### src/rarm_pkg.sv
`default_nettype none
// ----------------------------------------------------------------------------
// rarm_pkg: shared types and constants
// Opcodes, field widths and the controller/datapath command and status types.
// ----------------------------------------------------------------------------
package rarm_pkg;
	localparam int NUM_BITS_DEF = 16;
	localparam int DEN_BITS_DEF = 16;
	localparam int OPC_BITS     = 2;
	localparam int IN_NUM_W     = 16;
	localparam int IN_DEN_W     = 16;
	localparam int OUT_NUM_W    = 33;
	localparam int OUT_DEN_W    = 32;

	localparam logic [OPC_BITS-1:0] OP_ADD = 2'd0;
	localparam logic [OPC_BITS-1:0] OP_MUL = 2'd1;
	localparam logic [OPC_BITS-1:0] OP_INC = 2'd2;

	typedef struct packed {
		logic load;     // capture request and form raw fraction
		logic gcd_init; // start gcd
		logic gcd_step; // one step of the gcd remainder loop
		logic div_init; // start the two divisions
		logic div_step;
		logic finish;   // latch result register
	} rarm_cmd_t;

	typedef struct packed {
		logic trivial;  // error or zero numerator
		logic gcd_done;
		logic div_done;
	} rarm_sts_t;
endpackage
`default_nettype wire

### src/rarm_stream_if.sv
`default_nettype none
// ----------------------------------------------------------------------------
// rarm_stream_if: valid/ready channel
// Carries one request or one result with its payload.
// ----------------------------------------------------------------------------
interface rarm_stream_if #(parameter int W = 1);
	logic         valid;
	logic         ready;
	logic [W-1:0] data;
	modport source (output valid, output data, input ready);
	modport sink   (input valid, input data, output ready);
endinterface
`default_nettype wire

### src/rarm_datapath.sv
`default_nettype none
// ----------------------------------------------------------------------------
// rarm_datapath: fraction arithmetic, gcd and division units
// Forms the raw fraction, runs a Euclid gcd by restoring remainders, then
// divides numerator and denominator by the gcd bit-serially.
// ----------------------------------------------------------------------------
module rarm_datapath #(
	parameter int NUM_BITS = 16,
	parameter int DEN_BITS = 16
) (
	input  wire                                   clk,
	input  wire rarm_pkg::rarm_cmd_t              cmd,
	output rarm_pkg::rarm_sts_t                   sts,
	input  wire [rarm_pkg::OPC_BITS-1:0]          opcode,
	input  wire [rarm_pkg::IN_NUM_W-1:0]          a_numerator,
	input  wire [rarm_pkg::IN_DEN_W-1:0]          a_denominator,
	input  wire [rarm_pkg::IN_NUM_W-1:0]          b_numerator,
	input  wire [rarm_pkg::IN_DEN_W-1:0]          b_denominator,
	output logic [rarm_pkg::OUT_NUM_W-1:0]        result_numerator,
	output logic [rarm_pkg::OUT_DEN_W-1:0]        result_denominator,
	output logic                                  divide_error
);
	import rarm_pkg::*;
	localparam int NW = (NUM_BITS > DEN_BITS) ? NUM_BITS : DEN_BITS;
	localparam int PW = 2 * NW;
	localparam int MW = PW + 1;
	localparam int CW = $clog2(MW + 1);

	logic [NUM_BITS-1:0] an, bn, ma, mb;
	logic [DEN_BITS-1:0] ad, bd;
	logic                sa, sb;
	assign an = NUM_BITS'(a_numerator);
	assign bn = NUM_BITS'(b_numerator);
	assign ad = DEN_BITS'(a_denominator);
	assign bd = DEN_BITS'(b_denominator);
	assign sa = an[NUM_BITS-1];
	assign sb = bn[NUM_BITS-1];
	assign ma = sa ? (~an + 1'b1) : an;
	assign mb = sb ? (~bn + 1'b1) : bn;

	// raw fraction: products registered first, then the sum
	logic [PW-1:0]       p1_q, p2_q;
	logic [2*DEN_BITS-1:0] den_prod_q;
	logic                s1_q, s2_q, add_q, err_q, stage_q;
	logic [MW-1:0]       num_q, den_q;
	logic                sn_q;
	// gcd and division state
	logic [MW-1:0]       x_q, y_q, r_q, g_q, qn_q, qd_q, rn_q, rd_q;
	logic [CW-1:0]       cnt_q;
	logic                in_mod_q;

	logic [MW-1:0] p1x, p2x, rem_try, rn_sh, rd_sh;
	assign p1x = MW'(p1_q);
	assign p2x = MW'(p2_q);

	assign sts.trivial  = err_q || (num_q == '0);
	assign sts.gcd_done = (y_q == '0) && !in_mod_q;
	assign sts.div_done = (cnt_q == '0);

	assign rem_try = {r_q[MW-2:0], x_q[MW-1]};
	assign rn_sh   = {rn_q[MW-2:0], qn_q[MW-1]};
	assign rd_sh   = {rd_q[MW-2:0], qd_q[MW-1]};

	always_ff @(posedge clk) begin
		if (cmd.load) begin
			err_q   <= (opcode == OP_INC) ? (ad == '0) :
				((opcode == OP_ADD || opcode == OP_MUL) && (ad == '0 || bd == '0));
			add_q   <= (opcode != OP_MUL);
			stage_q <= 1'b1;
			case (opcode)
				OP_ADD: begin
					p1_q <= PW'(ma) * PW'(bd); s1_q <= sa;
					p2_q <= PW'(mb) * PW'(ad); s2_q <= sb;
					den_prod_q <= ad * bd;
				end
				OP_MUL: begin
					p1_q <= PW'(ma) * PW'(mb); s1_q <= sa ^ sb;
					p2_q <= '0; s2_q <= 1'b0;
					den_prod_q <= ad * bd;
				end
				OP_INC: begin
					p1_q <= PW'(ma); s1_q <= sa;
					p2_q <= PW'(ad); s2_q <= 1'b0;
					den_prod_q <= (2*DEN_BITS)'(ad);
				end
				default: begin
					p1_q <= '0; s1_q <= 1'b0;
					p2_q <= '0; s2_q <= 1'b0;
					den_prod_q <= '0;
				end
			endcase
			num_q <= '1; // nonzero until formed
		end else if (stage_q) begin
			stage_q <= 1'b0;
			den_q   <= MW'(den_prod_q);
			if (s1_q == s2_q || !add_q) begin
				num_q <= p1x + p2x; sn_q <= s1_q;
			end else if (p1x >= p2x) begin
				num_q <= p1x - p2x; sn_q <= s1_q;
			end else begin
				num_q <= p2x - p1x; sn_q <= s2_q;
			end
		end

		// gcd: x mod y by restoring division, MW steps per remainder
		if (cmd.gcd_init) begin
			x_q <= num_q; y_q <= den_q; in_mod_q <= 1'b0;
		end else if (cmd.gcd_step) begin
			if (!in_mod_q) begin
				g_q <= x_q; r_q <= '0; cnt_q <= CW'(MW); in_mod_q <= 1'b1;
			end else if (cnt_q != '0) begin
				x_q   <= {x_q[MW-2:0], 1'b0};
				r_q   <= (rem_try >= y_q) ? rem_try - y_q : rem_try;
				cnt_q <= cnt_q - 1'b1;
			end else begin
				x_q <= y_q; y_q <= r_q; in_mod_q <= 1'b0;
			end
		end

		// two parallel quotient divisions by the gcd
		if (cmd.div_init) begin
			g_q <= x_q; qn_q <= num_q; qd_q <= den_q;
			rn_q <= '0; rd_q <= '0; cnt_q <= CW'(MW);
		end else if (cmd.div_step && cnt_q != '0) begin
			qn_q  <= {qn_q[MW-2:0], rn_sh >= g_q};
			rn_q  <= (rn_sh >= g_q) ? rn_sh - g_q : rn_sh;
			qd_q  <= {qd_q[MW-2:0], rd_sh >= g_q};
			rd_q  <= (rd_sh >= g_q) ? rd_sh - g_q : rd_sh;
			cnt_q <= cnt_q - 1'b1;
		end

		if (cmd.finish) begin
			divide_error <= err_q;
			if (sts.trivial) begin
				result_numerator   <= '0;
				result_denominator <= 32'd1;
			end else begin
				result_numerator   <= sn_q ? 33'(~qn_q + 1'b1) : 33'(qn_q);
				result_denominator <= 32'(qd_q);
			end
		end
	end
endmodule
`default_nettype wire

### src/rarm_ctrl.sv
`default_nettype none
// ----------------------------------------------------------------------------
// rarm_ctrl: sequencing state machine
// Takes a request, steps the gcd and division units, presents the result.
// ----------------------------------------------------------------------------
module rarm_ctrl (
	input  wire                      clk,
	input  wire                      arst_n,
	input  wire                      in_valid,
	output logic                     in_ready,
	output logic                     out_valid,
	input  wire                      out_ready,
	output rarm_pkg::rarm_cmd_t      cmd,
	input  wire rarm_pkg::rarm_sts_t sts
);
	import rarm_pkg::*;
	typedef enum logic [2:0] {S_IDLE, S_FORM, S_CHECK, S_GCD, S_DIV, S_FIN} state_t;
	state_t state_q;
	logic   out_valid_q;

	// the result register may still hold an untaken result while the next runs
	assign out_valid = out_valid_q;
	assign in_ready  = (state_q == S_IDLE);

	always_comb begin
		cmd = '0;
		case (state_q)
			S_IDLE:  cmd.load     = in_valid;
			S_CHECK: cmd.gcd_init = 1'b1;
			S_GCD:   begin
				cmd.gcd_step = !sts.gcd_done;
				cmd.div_init = sts.gcd_done;
			end
			S_DIV:   cmd.div_step = 1'b1;
			S_FIN:   cmd.finish   = !out_valid_q || out_ready;
			default: cmd = '0;
		endcase
	end

	always_ff @(posedge clk or negedge arst_n) begin
		if (!arst_n) begin
			state_q     <= S_IDLE;
			out_valid_q <= 1'b0;
		end else begin
			if (out_valid_q && out_ready) out_valid_q <= 1'b0;
			case (state_q)
				S_IDLE:  if (in_valid) state_q <= S_FORM;
				S_FORM:  state_q <= S_CHECK;
				S_CHECK: state_q <= sts.trivial ? S_FIN : S_GCD;
				S_GCD:   if (sts.gcd_done) state_q <= S_DIV;
				S_DIV:   if (sts.div_done) state_q <= S_FIN;
				S_FIN:   if (cmd.finish) begin
					out_valid_q <= 1'b1;
					state_q     <= S_IDLE;
				end
				default: state_q <= S_IDLE;
			endcase
		end
	end
endmodule
`default_nettype wire

### src/rational_add_multiply_reduce_core.sv
`default_nettype none
// ----------------------------------------------------------------------------
// rational_add_multiply_reduce_core: fraction add/multiply/increment, reduced
// in_ch carries {opcode, a_numerator, a_denominator, b_numerator,
// b_denominator}; out_ch carries {result_numerator, result_denominator,
// divide_error}. One request is worked at a time. An error or zero result
// goes straight to the result register; otherwise k Euclid remainder steps
// run, each of MW shift-subtract steps, MW = 2*max(NUM_BITS, DEN_BITS)+1
// (33 at defaults), then both bit-serial divisions by the gcd. The next
// request can be accepted in the cycle after the previous result is loaded.
// A new request is taken once the previous result is in the output
// register, even if the receiver has not yet taken it; if the receiver
// stalls, the next result waits in the controller until the register frees.
// Reset clears the controller and the output valid; no result is pending
// after reset. Input bits above NUM_BITS/DEN_BITS are ignored; results wrap
// to the output widths at larger parameters.
// ----------------------------------------------------------------------------
module rational_add_multiply_reduce_core #(
	parameter int NUM_BITS = rarm_pkg::NUM_BITS_DEF,
	parameter int DEN_BITS = rarm_pkg::DEN_BITS_DEF
) (
	input wire          clk,
	input wire          arst_n,
	rarm_stream_if.sink   in_ch,
	rarm_stream_if.source out_ch
);
	import rarm_pkg::*;
	rarm_cmd_t cmd;
	rarm_sts_t sts;
	logic [32:0] rn;
	logic [31:0] rd;
	logic        de;

	rarm_ctrl u_ctrl (
		.clk, .arst_n,
		.in_valid(in_ch.valid), .in_ready(in_ch.ready),
		.out_valid(out_ch.valid), .out_ready(out_ch.ready),
		.cmd, .sts
	);

	rarm_datapath #(.NUM_BITS(NUM_BITS), .DEN_BITS(DEN_BITS)) u_dp (
		.clk, .cmd, .sts,
		.opcode(in_ch.data[65:64]),
		.a_numerator(in_ch.data[63:48]),
		.a_denominator(in_ch.data[47:32]),
		.b_numerator(in_ch.data[31:16]),
		.b_denominator(in_ch.data[15:0]),
		.result_numerator(rn), .result_denominator(rd), .divide_error(de)
	);

	assign out_ch.data = {rn, rd, de};
endmodule
`default_nettype wire

### src/flat_wrapper.sv
// flat-port wrapper written by rule: the top's interface ports become plain ports
module rational_add_multiply_reduce_core_flat import rarm_pkg::*;
#(
	parameter int NUM_BITS = rarm_pkg::NUM_BITS_DEF,
	parameter int DEN_BITS = rarm_pkg::DEN_BITS_DEF
)
  (clk, arst_n, in_ch_valid, in_ch_data, in_ch_ready, out_ch_valid, out_ch_data, out_ch_ready);
  rarm_stream_if #(.W(66)) in_ch_i ();
  rarm_stream_if #(.W(66)) out_ch_i ();
  input wire clk;
  input wire arst_n;
  input wire logic [$bits(in_ch_i.valid)-1:0] in_ch_valid;
  input wire logic [$bits(in_ch_i.data)-1:0] in_ch_data;
  output wire logic [$bits(in_ch_i.ready)-1:0] in_ch_ready;
  output wire logic [$bits(out_ch_i.valid)-1:0] out_ch_valid;
  output wire logic [$bits(out_ch_i.data)-1:0] out_ch_data;
  input wire logic [$bits(out_ch_i.ready)-1:0] out_ch_ready;
  assign in_ch_i.valid = in_ch_valid;
  assign in_ch_i.data = in_ch_data;
  assign in_ch_ready = in_ch_i.ready;
  assign out_ch_valid = out_ch_i.valid;
  assign out_ch_data = out_ch_i.data;
  assign out_ch_i.ready = out_ch_ready;
  rational_add_multiply_reduce_core #(.NUM_BITS(NUM_BITS), .DEN_BITS(DEN_BITS)) u_core (.clk(clk), .arst_n(arst_n), .in_ch(in_ch_i), .out_ch(out_ch_i));
endmodule
### config.mk
export PLATFORM = sky130hd
export DESIGN_NAME = rational_add_multiply_reduce_core_flat
export DESIGN_NICKNAME = d
export VERILOG_FILES = /design/src/rarm_pkg.sv /design/src/rarm_stream_if.sv /design/src/rarm_datapath.sv /design/src/rarm_ctrl.sv /design/src/rational_add_multiply_reduce_core.sv /design/src/flat_wrapper.sv
export SDC_FILE = /design/constraint.sdc
export NUM_CORES = 2
export LEC_CHECK = 0
export BUFFER_PORTS_ARGS = -buffer_cell sky130_fd_sc_hd__buf_2
export CORE_ASPECT_RATIO = 1.75
export CORE_MARGIN = 2
export CORE_UTILIZATION = 54
export CTS_CLUSTER_DIAMETER = 80
export DETAILED_ROUTE_END_ITERATION = 7
export HOLD_SLACK_MARGIN = 0.06
export PLACE_DENSITY = 0.78
export SETUP_SLACK_MARGIN = 0.3
export SLEW_MARGIN = 15
export SYNTH_ARGS = -nofsm -noshare
export SYNTH_HDL_FRONTEND = slang
export SYNTH_SLANG_ARGS = --single-unit
### constraint.sdc
create_clock -name clk -period 14.7 [get_ports clk]
set_clock_uncertainty 0.2 [all_clocks]
set_input_delay 0.735 -clock clk [delete_from_list [all_inputs] [get_ports clk]]
set_output_delay 0.735 -clock clk [all_outputs]
set_load 0.005 [all_outputs]
==> metrics <==
synth warn=0; initial antenna violation count=5; Yosys top cell by area=fa_1; die area=123,000 um^2; antenna-violating nets left=0; Reg clk slew, reported paths=about 70 ps; CP max stage cell=o41ai_1; #FFs+latches synth=between 500 and 600; Data required, critical path=14,810 ps; NumNets Final=8,677; drt pass-1 iters=6; Main synth FF type=edfxtp_1; cell area after synthesis=approximately 65,000 um^2; CP Max Fanout=28; sequential area share after synthesis=21.7%; startpoint types=input port; Fin. Hold Viols=0; via density per instance=6.00; port buffer count=between 100 and 150; CTS H-tree depth=2; CP peak stage delay=890 ps; fraction of registers with async set/reset=0.791%; Unique masters post-synth=96; synth top area cells=fa_1 24%, edfxtp_1 18%, ha_1 12%, inv_1 6.5%, nand2_1 6.2%; CTS tree=built; FILL cells=10,300; fmax=104 MHz; CORE AREA=120,000 um^2; worst min-delay path class=flop to flop; vias in the first global route=about 56,000; final WL=198 mm; count of flip-flops with a built-in enable after synthesis=397; Num Clock Sinks=506; share of the synthesized area in the top cell type=between 20% and 30%; clock latency on the worst-skew pair=around 600 ps; Post-Syn Area per Cell=8.93 um^2; grt ovf=0; Fin Setup TNS=0 ps; total number of vias=52,600; mux share of post-synthesis cell area=2.06%; RSZ-0062 raised after global routing=no; GPL Wtd Cong=1.02; post_cts resized=0; Mapped Cells=7,293; Total Routing Usage GR=approximately a third; max-cap viol count=0; xor and xnor area share after synthesis=3.98%; antenna cells=0; Post-CTS Setup Bufs=0; I/O pin cnt=roughly 140; largest net degree at the start of global routing=103; row count=between 150 and 200; initial core utilization=between 50% and 60%; Worst Tran Pin Value=roughly 1200 ps; Critical Path AT=9750 ps; Synth Area in Compound Gates=between 10% and 20%; status=finished clean; Slew headroom=19.4%; Critical Path Sink Type=flop; Clock Path Buffers=3; fin crit share=65.6%; share of layout cells above drive strength 1=5.69%; P&R area growth vs syn=5.86%; Slew Limit Fails=0; CP most frequent cell=fa_1; post-synthesis adder-cell area fraction=a little over a third; height of the chip=463 um; Synth Area in Simple Gates=16.2%; Die W=266 um; first-pass GRT wire length=approximately 300 mm; min Tclk post-route=9640 ps; setup violators final=0; syn_nets=8,760; Setup CP Type=input port to flop; Root Buffer=clkbuf_16; combinational family with the most area after synthesis=adder cells; drt wl/cell=22.5 um; residual DRC count=0; First DRT Iteration DRCs=around 4,100; DP HPWL=around 150 mm; total CTS buffers=46
Yosys cell counts (52+ instances only):
master    number
xnor2_1      165
a21o_1       145
nand2_1     1071
nor2b_1       91
dfxtp_1      105
o21bai_1      52
nand2b_1      52
nand3_1       60
o21ai_0      281
edfxtp_1     397
nor2_1       414
inv_1       1122
xor2_1       131
mux2i_1       92
a21oi_1      354
nor3_1        68
ha_1         615
fa_1         782
clkbuf_1     314
and2_1       345
area by class of cell:
type                       instances  area, um^2  share of cell area (%)
clock buffer                      54        1220                    1.78
clock inverter                    31         333                   0.483
inverter                        1127        4230                    6.14
multi-input combinational       5309       45800                    66.4
sequential                       506       14100                    20.5
tap                             1530        1910                    2.78
timing repair buffer             220        1310                    1.90
state kept, by name, indices dropped and copies added (netlist names), 33 cells and up:
signal and cells:
u_core.u_dp.qn_q 33, u_core.u_dp.result_numerator 33, u_core.u_dp.g_q 33, u_core.u_dp.y_q 33, u_core.u_dp.num_q 33, u_core.u_dp.r_q 33
u_core.u_dp.x_q 33, u_core.u_dp.qd_q 33
stage by stage:
step | instances | worst slack (ps) | hold WS [ps] | area [um^2] | utilization, %
after global placement | 8691 | 5000 | 202 | 67300 | 56.3
after CTS | 8777 | 5280 | 208 | 68900 | 57.6
after detailed placement | 8691 | 4700 | 205 | 67300 | 56.3
after global routing | 8777 | 4710 | 215 | 68900 | 57.6
final | 8777 | 5060 | 212 | 68900 | 57.6
after floorplan | 7293 | 6070 | 200 | 65100 | -
layout by cell type, fill, tap and decap left out, types with 21 or more instances in the layout:
cell / count
xnor2_1: 143
or3_1: 34
a21o_1: 144
o21bai_1: 52
nor2_1: 408
nor4_1: 42
and2_1: 345
fa_1: 782
mux2i_1: 92
nor3_1: 66
mux2_2: 35
a211oi_1: 21
dfxtp_1: 105
and3_1: 40
buf_2: 137
nand4_1: 31
clkbuf_16: 48
o22ai_1: 46
ha_1: 615
buf_4: 82
nand2_1: 1071
o21ai_1: 22
inv_1: 1121
nor2b_1: 91
o31ai_1: 30
xor2_1: 130
a31oi_1: 35
a21oi_1: 353
o211ai_1: 23
o21ai_0: 280
o21a_1: 23
nand2b_1: 52
edfxtp_1: 397
nand3_1: 60
worst max-delay path: cells and delay by family:
| kind | cells | cell delay [ps] |
|---|---|---|
| AOI/OAI and AO/OA | 10 | 3010 |
| xor gates and xnor gates | 1 | 480 |
| adders and majority gates | 8 | 3540 |
| buffers and inverters | 6 | 870 |
| muxes | 1 | 170 |
| and+or+nand+nor | 4 | 920 |
path summary, 6_finish.rpt:
kind                                      startpoint                        to  slack (ps)  cells past startpoint
max                                   in_ch_data[16]      u_core.u_dp.p2_q[25]        5060                     30
min                        u_core.u_dp.den_prod_q[2]      u_core.u_dp.den_q[2]         210                      0
max reg2reg                     u_core.u_dp.p1_q[26]     u_core.u_dp.num_q[24]        9720                     13
min reg2reg                u_core.u_dp.den_prod_q[2]      u_core.u_dp.den_q[2]         210                      0
max in group asynchronous                     arst_n   u_core.u_ctrl.out_valid       13900                      2
min in group asynchronous                     arst_n  u_core.u_ctrl.state_q[2]         270                      2
what timing repair did:
item,CTS,global route
hold endpoints to repair,4,0
endpoints found under the setup margin,0,0
hold buffers,1,0
kinds of logic (layout without fill, tap and decap cells):
logic type | Yosys count | count (layout)
and+or+nand+nor | 2295 | 2295
adders and majority gates | 1397 | 1397
buffers and inverters | 1478 | 1432
AOI/OAI and AO/OA | 1192 | 1192
xor gates and xnor gates | 296 | 296
DFF | 506 | 506
muxes | 129 | 129
per-layer routing:
metal,track usage [%],wire length (um),up-vias
met5,0,34,-
met2,56.5,98100,2492
met4,28.9,21800,6
met3,4.71,13700,1005
li1,-,-,23500
met1,32.7,64200,25600
Power is left out: the tool's default activity adds up to more than one toggle a clock period on the data nets, which glitch-free logic cannot reach.
